## src/hw/rtl/tfe_pkg.sv

```systemverilog
// ----------------------------------------------------------------------------
// tfe_pkg
// shared types, framing constants and checksum helper for the telemetry
// frame encoder
// ----------------------------------------------------------------------------
package tfe_pkg;

  localparam logic [7:0] SOF_BYTE   = 8'h7E;
  localparam logic [7:0] EOF_BYTE   = 8'h0D;
  localparam logic [7:0] VER_SHORT  = 8'h90;
  localparam logic [7:0] VER_LONG   = 8'h91;
  localparam logic [7:0] CHK_ADJUST = 8'h30;

  localparam int unsigned CFG_IDX_W   = 1;
  localparam int unsigned CFG_DATA_W  = 64;
  localparam int unsigned ADDR_IDX_W  = 3;
  localparam int unsigned ITEM_DATA_W = 40;

  localparam logic [CFG_IDX_W-1:0] CFG_ADDRESS_MODE    = 1'd0;
  localparam logic [CFG_IDX_W-1:0] CFG_STATION_ADDRESS = 1'd1;

  localparam logic [ADDR_IDX_W-1:0] ADDR_LAST_SHORT = 3'd3;
  localparam logic [ADDR_IDX_W-1:0] ADDR_LAST_LONG  = 3'd7;

  typedef enum logic [3:0] {
    PH_START,
    PH_SOF,
    PH_VER,
    PH_ADDR,
    PH_CID_HI,
    PH_CID_LO,
    PH_LEN_HI,
    PH_LEN_LO,
    PH_DATA,
    PH_CHK,
    PH_TERM
  } phase_e;

  typedef struct packed {
    logic [7:0]  data_byte;
    logic [15:0] payload_length;
    logic [15:0] cid;
  } item_t;

  typedef struct packed {
    logic       frame_end;
    logic       last_of_run;
    logic [7:0] out_byte;
  } obyte_t;

  function automatic logic [7:0] finish_checksum(input logic [7:0] x);
    logic [7:0] c;
    c = x + 8'd1;
    case (c) inside
      8'h00, 8'h7E, 8'h08, 8'h0A, 8'h0D, 8'h22: c = c + CHK_ADJUST;
      default: c = c;
    endcase
    return c;
  endfunction

endpackage

```

## src/hw/rtl/tfe_framer.sv

```systemverilog
// ----------------------------------------------------------------------------
// tfe_framer
// byte sequencer: walks one held item through header, payload, checksum and
// terminator, one byte per advance, and keeps the running frame state
// ----------------------------------------------------------------------------
module tfe_framer (
  input  logic                clk_i,
  input  logic                rst_ni,
  input  tfe_pkg::item_t      item_i,
  input  logic                item_valid_i,
  input  logic                advance_i,
  input  logic                address_mode_i,
  input  logic [63:0]         station_address_i,
  output tfe_pkg::obyte_t     obyte_o
);

  tfe_pkg::phase_e                   phase_q, phase_d, cur_phase;
  logic [tfe_pkg::ADDR_IDX_W-1:0]    addr_idx_q, addr_idx_d;
  logic [15:0]                       bytes_left_q, bytes_left_d;
  logic                              in_frame_q, in_frame_d;
  logic [7:0]                        xor_q, xor_d;
  logic                              hdr_start;
  logic [15:0]                       bl_dec;
  logic [63:0]                       addr_shifted;

  assign hdr_start    = !in_frame_q || (bytes_left_q == 16'd0);
  assign bl_dec       = bytes_left_q - 16'd1;
  assign addr_shifted = station_address_i >> {addr_idx_q, 3'b000};

  always_comb begin
    cur_phase = phase_q;
    if (phase_q == tfe_pkg::PH_START) begin
      cur_phase = hdr_start ? tfe_pkg::PH_SOF : tfe_pkg::PH_DATA;
    end
  end

  // output byte
  always_comb begin
    obyte_o = '0;
    case (cur_phase)
      tfe_pkg::PH_SOF:    obyte_o.out_byte = tfe_pkg::SOF_BYTE;
      tfe_pkg::PH_VER:    obyte_o.out_byte = address_mode_i ? tfe_pkg::VER_LONG
                                                            : tfe_pkg::VER_SHORT;
      tfe_pkg::PH_ADDR:   obyte_o.out_byte = addr_shifted[7:0];
      tfe_pkg::PH_CID_HI: obyte_o.out_byte = item_i.cid[15:8];
      tfe_pkg::PH_CID_LO: obyte_o.out_byte = item_i.cid[7:0];
      tfe_pkg::PH_LEN_HI: obyte_o.out_byte = item_i.payload_length[15:8];
      tfe_pkg::PH_LEN_LO: obyte_o.out_byte = item_i.payload_length[7:0];
      tfe_pkg::PH_DATA: begin
        obyte_o.out_byte    = item_i.data_byte;
        obyte_o.last_of_run = (bl_dec != 16'd0);
      end
      tfe_pkg::PH_CHK:    obyte_o.out_byte = tfe_pkg::finish_checksum(xor_q);
      tfe_pkg::PH_TERM: begin
        obyte_o.out_byte    = tfe_pkg::EOF_BYTE;
        obyte_o.last_of_run = 1'b1;
        obyte_o.frame_end   = 1'b1;
      end
      default:            obyte_o = '0;
    endcase
  end

  // next phase
  always_comb begin
    phase_d    = phase_q;
    addr_idx_d = addr_idx_q;
    if (advance_i && item_valid_i) begin
      case (cur_phase)
        tfe_pkg::PH_SOF:    phase_d = tfe_pkg::PH_VER;
        tfe_pkg::PH_VER: begin
          phase_d    = tfe_pkg::PH_ADDR;
          addr_idx_d = address_mode_i ? tfe_pkg::ADDR_LAST_LONG : tfe_pkg::ADDR_LAST_SHORT;
        end
        tfe_pkg::PH_ADDR: begin
          if (addr_idx_q == '0) begin
            phase_d = tfe_pkg::PH_CID_HI;
          end else begin
            addr_idx_d = addr_idx_q - 1'b1;
          end
        end
        tfe_pkg::PH_CID_HI: phase_d = tfe_pkg::PH_CID_LO;
        tfe_pkg::PH_CID_LO: phase_d = tfe_pkg::PH_LEN_HI;
        tfe_pkg::PH_LEN_HI: phase_d = tfe_pkg::PH_LEN_LO;
        tfe_pkg::PH_LEN_LO: phase_d = (item_i.payload_length == 16'd0) ? tfe_pkg::PH_CHK
                                                                       : tfe_pkg::PH_DATA;
        tfe_pkg::PH_DATA:   phase_d = (bl_dec == 16'd0) ? tfe_pkg::PH_CHK
                                                        : tfe_pkg::PH_START;
        tfe_pkg::PH_CHK:    phase_d = tfe_pkg::PH_TERM;
        tfe_pkg::PH_TERM:   phase_d = tfe_pkg::PH_START;
        default:            phase_d = tfe_pkg::PH_START;
      endcase
    end
  end

  // frame state
  always_comb begin
    bytes_left_d = bytes_left_q;
    in_frame_d   = in_frame_q;
    xor_d        = xor_q;
    if (advance_i && item_valid_i) begin
      case (cur_phase)
        tfe_pkg::PH_VER: begin
          xor_d        = obyte_o.out_byte;
          bytes_left_d = item_i.payload_length;
          in_frame_d   = 1'b1;
        end
        tfe_pkg::PH_ADDR, tfe_pkg::PH_CID_HI, tfe_pkg::PH_CID_LO,
        tfe_pkg::PH_LEN_HI, tfe_pkg::PH_LEN_LO: begin
          xor_d = xor_q ^ obyte_o.out_byte;
        end
        tfe_pkg::PH_DATA: begin
          xor_d        = xor_q ^ obyte_o.out_byte;
          bytes_left_d = bl_dec;
        end
        tfe_pkg::PH_TERM: begin
          xor_d        = 8'h00;
          bytes_left_d = 16'd0;
          in_frame_d   = 1'b0;
        end
        default: begin
          xor_d = xor_q;
        end
      endcase
    end
  end

  always_ff @(posedge clk_i or negedge rst_ni) begin
    if (!rst_ni) begin
      phase_q      <= tfe_pkg::PH_START;
      addr_idx_q   <= '0;
      bytes_left_q <= 16'd0;
      in_frame_q   <= 1'b0;
      xor_q        <= 8'h00;
    end else begin
      phase_q      <= phase_d;
      addr_idx_q   <= addr_idx_d;
      bytes_left_q <= bytes_left_d;
      in_frame_q   <= in_frame_d;
      xor_q        <= xor_d;
    end
  end

endmodule

```

## src/hw/rtl/telemetry_frame_encoder_unit.sv

```systemverilog
// ----------------------------------------------------------------------------
// telemetry_frame_encoder_unit
// frames payload bytes into telemetry messages with header, checksum and
// terminator
// ----------------------------------------------------------------------------
// usage:
// - slave stream takes one payload byte per transfer together with cid and
//   payload_length; the first transfer of a frame supplies the header fields
// - master stream gives one encoded byte per transfer; tlast marks the last
//   byte caused by an input transfer, tuser marks the 0x0D terminator
// - config port writes address_mode (index 0) and station_address (index 1)
//   between frames; they apply from the next header
// - the first byte of an item passes through the item register, then the output register
// - throughput: one output byte per cycle while the receiver accepts; a payload item
//   yields one byte, a frame's first item 11 or 15 bytes, or 12 to 17 when it also
//   closes the frame, and a closing payload item two more for checksum and terminator
// - a new input transfer is taken in the cycle the held item's last byte
//   moves into the output register
// - when the receiver stalls the output register holds and the sequencer waits
// - reset clears the frame state and valids; address_mode resets to 1,
//   station_address to 0
// ----------------------------------------------------------------------------
module telemetry_frame_encoder_unit (
  input  logic        clk_i,
  input  logic        rst_ni,
  input  logic        cfg_we_i,
  input  logic [0:0]  cfg_idx_i,
  input  logic [63:0] cfg_wdata_i,
  input  logic        s_axis_tvalid,
  output logic        s_axis_tready,
  input  logic [39:0] s_axis_tdata,   // cid[15:0], payload_length[31:16], data_byte[39:32]
  output logic        m_axis_tvalid,
  input  logic        m_axis_tready,
  output logic [7:0]  m_axis_tdata,   // out_byte[7:0]
  output logic        m_axis_tlast,
  output logic        m_axis_tuser    // frame_end[0]
);

  logic            address_mode_q;
  logic [63:0]     station_address_q;
  tfe_pkg::item_t  item_q;
  logic            item_valid_q, item_valid_d;
  logic            out_valid_q, out_valid_d;
  tfe_pkg::obyte_t gen_byte;
  tfe_pkg::obyte_t out_q;
  logic            advance;
  logic            in_xfer;

  assign advance       = item_valid_q && (!out_valid_q || m_axis_tready);
  assign s_axis_tready = !item_valid_q || (advance && gen_byte.last_of_run);
  assign in_xfer       = s_axis_tvalid && s_axis_tready;

  always_ff @(posedge clk_i or negedge rst_ni) begin
    if (!rst_ni) begin
      address_mode_q    <= 1'b1;
      station_address_q <= 64'd0;
    end else if (cfg_we_i) begin
      case (cfg_idx_i)
        tfe_pkg::CFG_ADDRESS_MODE:    address_mode_q    <= cfg_wdata_i[0];
        tfe_pkg::CFG_STATION_ADDRESS: station_address_q <= cfg_wdata_i;
        default:                      address_mode_q    <= address_mode_q;
      endcase
    end
  end

  always_comb begin
    item_valid_d = item_valid_q;
    if (advance && gen_byte.last_of_run) begin
      item_valid_d = 1'b0;
    end
    if (in_xfer) begin
      item_valid_d = 1'b1;
    end
  end

  always_comb begin
    out_valid_d = out_valid_q;
    if (advance) begin
      out_valid_d = 1'b1;
    end else if (m_axis_tready) begin
      out_valid_d = 1'b0;
    end
  end

  always_ff @(posedge clk_i or negedge rst_ni) begin
    if (!rst_ni) begin
      item_valid_q <= 1'b0;
      out_valid_q  <= 1'b0;
    end else begin
      item_valid_q <= item_valid_d;
      out_valid_q  <= out_valid_d;
    end
  end

  always_ff @(posedge clk_i) begin
    if (in_xfer) begin
      item_q <= tfe_pkg::item_t'({s_axis_tdata[39:32], s_axis_tdata[31:16],
                                  s_axis_tdata[15:0]});
    end
    if (advance) begin
      out_q <= gen_byte;
    end
  end

  tfe_framer u_framer (
    .clk_i             (clk_i),
    .rst_ni            (rst_ni),
    .item_i            (item_q),
    .item_valid_i      (item_valid_q),
    .advance_i         (advance),
    .address_mode_i    (address_mode_q),
    .station_address_i (station_address_q),
    .obyte_o           (gen_byte)
  );

  assign m_axis_tvalid = out_valid_q;
  assign m_axis_tdata  = out_q.out_byte;
  assign m_axis_tlast  = out_q.last_of_run;
  assign m_axis_tuser  = out_q.frame_end;

  a_end_is_last: assert property (@(posedge clk_i) disable iff (!rst_ni)
    m_axis_tvalid && m_axis_tuser |-> m_axis_tlast)
    else $error("terminator byte not marked last");

  a_end_byte: assert property (@(posedge clk_i) disable iff (!rst_ni)
    m_axis_tvalid && m_axis_tuser |-> m_axis_tdata == tfe_pkg::EOF_BYTE)
    else $error("terminator flag on wrong byte");

  a_ready_slot: assert property (@(posedge clk_i) disable iff (!rst_ni)
    s_axis_tready |-> !item_valid_q || advance)
    else $error("input ready while item slot busy");

  a_load_valid: assert property (@(posedge clk_i) disable iff (!rst_ni)
    advance |=> m_axis_tvalid)
    else $error("sequencer advance without output transfer pending");

endmodule

```

## config.mk

```make
export PLATFORM = sky130hd
export DESIGN_NAME = telemetry_frame_encoder_unit
export DESIGN_NICKNAME = d
export VERILOG_FILES = /design/src/hw/rtl/tfe_pkg.sv /design/src/hw/rtl/tfe_framer.sv /design/src/hw/rtl/telemetry_frame_encoder_unit.sv
export SDC_FILE = /design/constraint.sdc
export NUM_CORES = 1
export LEC_CHECK = 0
export BUFFER_PORTS_ARGS = -buffer_cell sky130_fd_sc_hd__buf_2
export CORE_ASPECT_RATIO = 2
export CORE_MARGIN = 4
export CORE_UTILIZATION = 35
export DETAILED_ROUTE_END_ITERATION = 7
export PLACE_DENSITY = 0.63
export REMOVE_ABC_BUFFERS = 1
export SLEW_MARGIN = 20
export SYNTH_ARGS = -nofsm -noshare
export SYNTH_HDL_FRONTEND = slang
export SYNTH_HIERARCHICAL = 1
export SYNTH_SLANG_ARGS = --single-unit
```

## constraint.sdc

```tcl
create_clock -name clk_i -period 5.7 [get_ports clk_i]
set_input_delay 0.57 -clock clk_i [delete_from_list [all_inputs] [get_ports clk_i]]
set_output_delay 0.57 -clock clk_i [all_outputs]
set_load 0.05 [all_outputs]
```

==> impl_metrics.csv <==
group,metric,value,unit
outcome,status,"complete, no violations",
placement,place_area,8500,sq um
detailed_routing,drt_iter0_markers,258,
clock_tree,cts_root_buffer,"clkbuf_16",
min_path,holdCritPathClass,"in -> async",
clock_tree,clock_sinks,149,
clock_tree,ctsResizeCount,0,
power,vdd_drop_max,0.000253,V
sta,rsz0062_at_grt,"false",
detailed_routing,post-route-drc-count,0,
global_routing,grt_pass1_vias,5736,
sta,fin_ws,1710,ps
power,power_leakage,3.67,nW
floorplan,core.rowCount,76,
sta,hold_viol,0,
cells_and_area,mostFrequentLayoutCells,"120 x buf_2, 98 x dfrtp_1, 60 x mux2_2",
power,fin_total_pwr,4.58,mW
placement,dpl.hpwl,15.5,mm
power,p_comb_share,38.4,%
sta,worstMarginPinSlew,1030,ps
floorplan,die_w,113,microns
placement,dp.cells,994,
power,p_per_area,507,nW/um^2
global_routing,antenna_found_initial,0,
floorplan,io_pins,122,
power,switchingPower,1.87,mW
synthesis,synth_top_area_share,31.6,%
sta,max-slew-margin-rel,31.4,%
floorplan,core,21700,sq um
clock_tree,cts_buffer_depth,2,
synthesis,synthCells,634,
synthesis,synth_flop_cell,"dfrtp_1",
synthesis,yosysWarnings,6,
worst_setup_path,end_kind,"primary output",
cells_and_area,drive_gt1_share,34.7,%
worst_setup_path,arrival,3420,ps
detailed_routing,vias,5545,
synthesis,synth.distinct_cells,78,
power,swShare,40.9,%
clock_tree,clkTransAtPathRegs,60,ps
placement,dp_slack,2190,ps
clock_tree,cts_buffers,17,
worst_setup_path,cp_slowest_cell,"nor3b_1",
synthesis,async_flop_share,66.4,%
worst_setup_path,critPathBufInv,3,
clock_tree,postCtsHoldBufs,0,
global_routing,grt_pass1_wl,31.7,mm
placement,place.gp.congestion,0.910,
synthesis,postSynthAreaPerCell,12.2,sq um
clock_tree,postCtsSetupBuffers,0,
worst_setup_path,critPathLaunchType,"flop",
worst_setup_path,critPathTopFamily,"simple AND/OR/NAND/NOR gates",
clock_tree,htree_levels,4,
worst_setup_path,cp_data_required_time,5130,ps
cells_and_area,n_antenna_cell,0,
clock_tree,clock_latency,440,ps
power,intPower,2.71,mW
detailed_routing,drtPass1Iterations,6,
cells_and_area,final_common_cell,"buf_2",
detailed_routing,wire_per_inst,20.2,microns
detailed_routing,detail-route-antenna-nets,0,
cells_and_area,area_growth,16.4,%
sta,setup_tns,0,ps
global_routing,track_usage,17.1,%
cells_and_area,final_area,9030,sq um
synthesis,syn_area,7760,sq um
floorplan,dieArea,24800,sq um
synthesis,synth-seq-cells,149,
synthesis,synth_top_cell_by_area,"dfrtp_1",
global_routing,gr-total-overflow,0,
worst_setup_path,path_class,"reg -> out",
sta,period_needed,3990,ps
job,cap_violations,0,
sta,period_share,69.9,%
detailed_routing,viasPerCell,5.41,
sta,setup_violations,0,
synthesis,synth_top_cells_by_area,"dfrtp_1 32%, edfxtp_1 19%, mux2_2 8.7%, mux4_2 5.5%, o21ai_0 3.1%",
placement,io_buffers,121,
sta,max_freq,251,MHz
worst_setup_path,path_cells,"inv_1 > ha_1 > nor3b_1 > and4_1 > xor2_1 > a2111oi_2 > o21ai_0 > inv_1 > o21ai_0 > buf_2",
cells_and_area,finalNonFillerCells,1025,
power,clkPwrFrac,22.5,%
worst_setup_path,crit_path_max_incr_delay,550,ps
cells_and_area,filler_cell_count,2136,
floorplan,die_h,219,microns
worst_setup_path,critPathMaxFanout,6,
synthesis,ys_seq_area_share,51.3,%
sta,skew,8.88,ps
clock_tree,cts_tree,"yes",
global_routing,grt_max_degree,65,
sta,report.final.slew_viol_count,0,
detailed_routing,drt-total-wl,20.7,mm
power,p_seq_share,39.1,%
cells_and_area,nets,862,
synthesis,synth_edf_count,50,
floorplan,initial_core_util,35.8,%
[power by group through the flow]
stage	sequential [mW]	combinational [mW]	clock, mW
after global placement	1.80	1.73	0
after global routing	1.83	1.93	1.10
after floorplan	1.82	1.14	0
final	1.79	1.76	1.03
after detailed placement	1.81	1.76	0
after CTS	1.79	1.76	1.06
[flip-flops by register name, indices dropped and copies added, names as in the netlist]
signal / cells
item_valid_q: 1
m_axis_tdata: 8
u_framer/in_frame_q: 1
address_mode_q: 1
item_q: 40
u_framer/addr_idx_q: 3
m_axis_tvalid: 1
m_axis_tuser: 1
m_axis_tlast: 1
u_framer/xor_q: 8
u_framer/phase_q: 4
station_address_q: 64
u_framer/bytes_left_q: 16
[cells in the mapped netlist, types with 5 or more instances]
master	count
dfrtp_1	98
mux2_2	60
edfxtp_1	50
o21ai_0	48
nor2_1	40
nand2_1	36
a21oi_1	32
mux4_2	19
inv_1	17
mux2i_1	15
nor3_1	15
clkbuf_1	13
ha_1	12
nand4_1	10
a21o_1	9
buf_2	9
a31oi_1	8
nand2b_1	8
nand3_1	7
nor4_1	7
o22ai_1	7
clkbuf_8	6
nor2b_1	6
xor2_1	6
buf_4	5
mux2_4	5
[per-layer routing]
| layer | track usage (%) | part of all wire, % | routed length [microns] | vias to the layer above |
|---|---|---|---|---|
| met3 | 3.99 | 4.8 | 995 | 60 |
| met1 | 17.2 | 35 | 7240 | 2709 |
| li1 | - | - | - | 2595 |
| met4 | 9.87 | 4.8 | 986 | 0 |
| met5 | 0 | 0 | 0 | - |
| met2 | 31.6 | 55 | 11500 | 181 |
[worst reg2reg max path: stages (launching register included)]
cell       delay [ps]
dfrtp_1           420
inv_1             140
ha_1              240
nor3b_1           550
and4_1            370
xor2_1            190
a2111oi_2         100
o21ai_0           340
nand2_1           150
o22ai_4           110
buf_4             460
[kinds of logic after synthesis]
family | synth area share, %
buffers and inverters | 4.03
muxes | 17.1
AOI/OAI and AO/OA | 12.7
xor gates and xnor gates | 1.13
DFF | 51.3
and+or+nand+nor | 11.8
adders and majority gates | 1.94
[path summary, 6_finish.rpt]
kind / startpoint / endpoint / slack (ps) / cells after the start
worst max register to register: u_framer/bytes_left_q[1] / item_q[22] / 2230 / 10
worst min-delay path: rst_ni / u_framer/bytes_left_q[13] / 210 / 1
max in group asynchronous: rst_ni / station_address_q[13] / 4390 / 2
worst min register to register: station_address_q[58] / station_address_q[58] / 500 / 1
min in group clk_i: s_axis_tdata[18] / item_q[18] / 300 / 1
worst max-delay path: u_framer/bytes_left_q[1] / s_axis_tready / 1710 / 10
[through the flow]
step,util (%),hold slack (ps)
finish,41.7,208
global route,41.7,271
CTS,41.7,246
detailed placement,39.2,489
global placement,39.2,482
floorplan,-,274
[area by class of cell]
type                       count  area (sq um)  share of cell area (%)
sequential                   149          3980                    44.1
multi-input combinational    430          3480                    38.5
timing repair buffer         125           638                    7.06
clock buffer                  21           460                    5.10
tap                          273           342                    3.78
clock inverter                10          71.3                   0.789
inverter                      17          63.8                   0.706
Note: power is estimated with default switching activity, not from simulation.
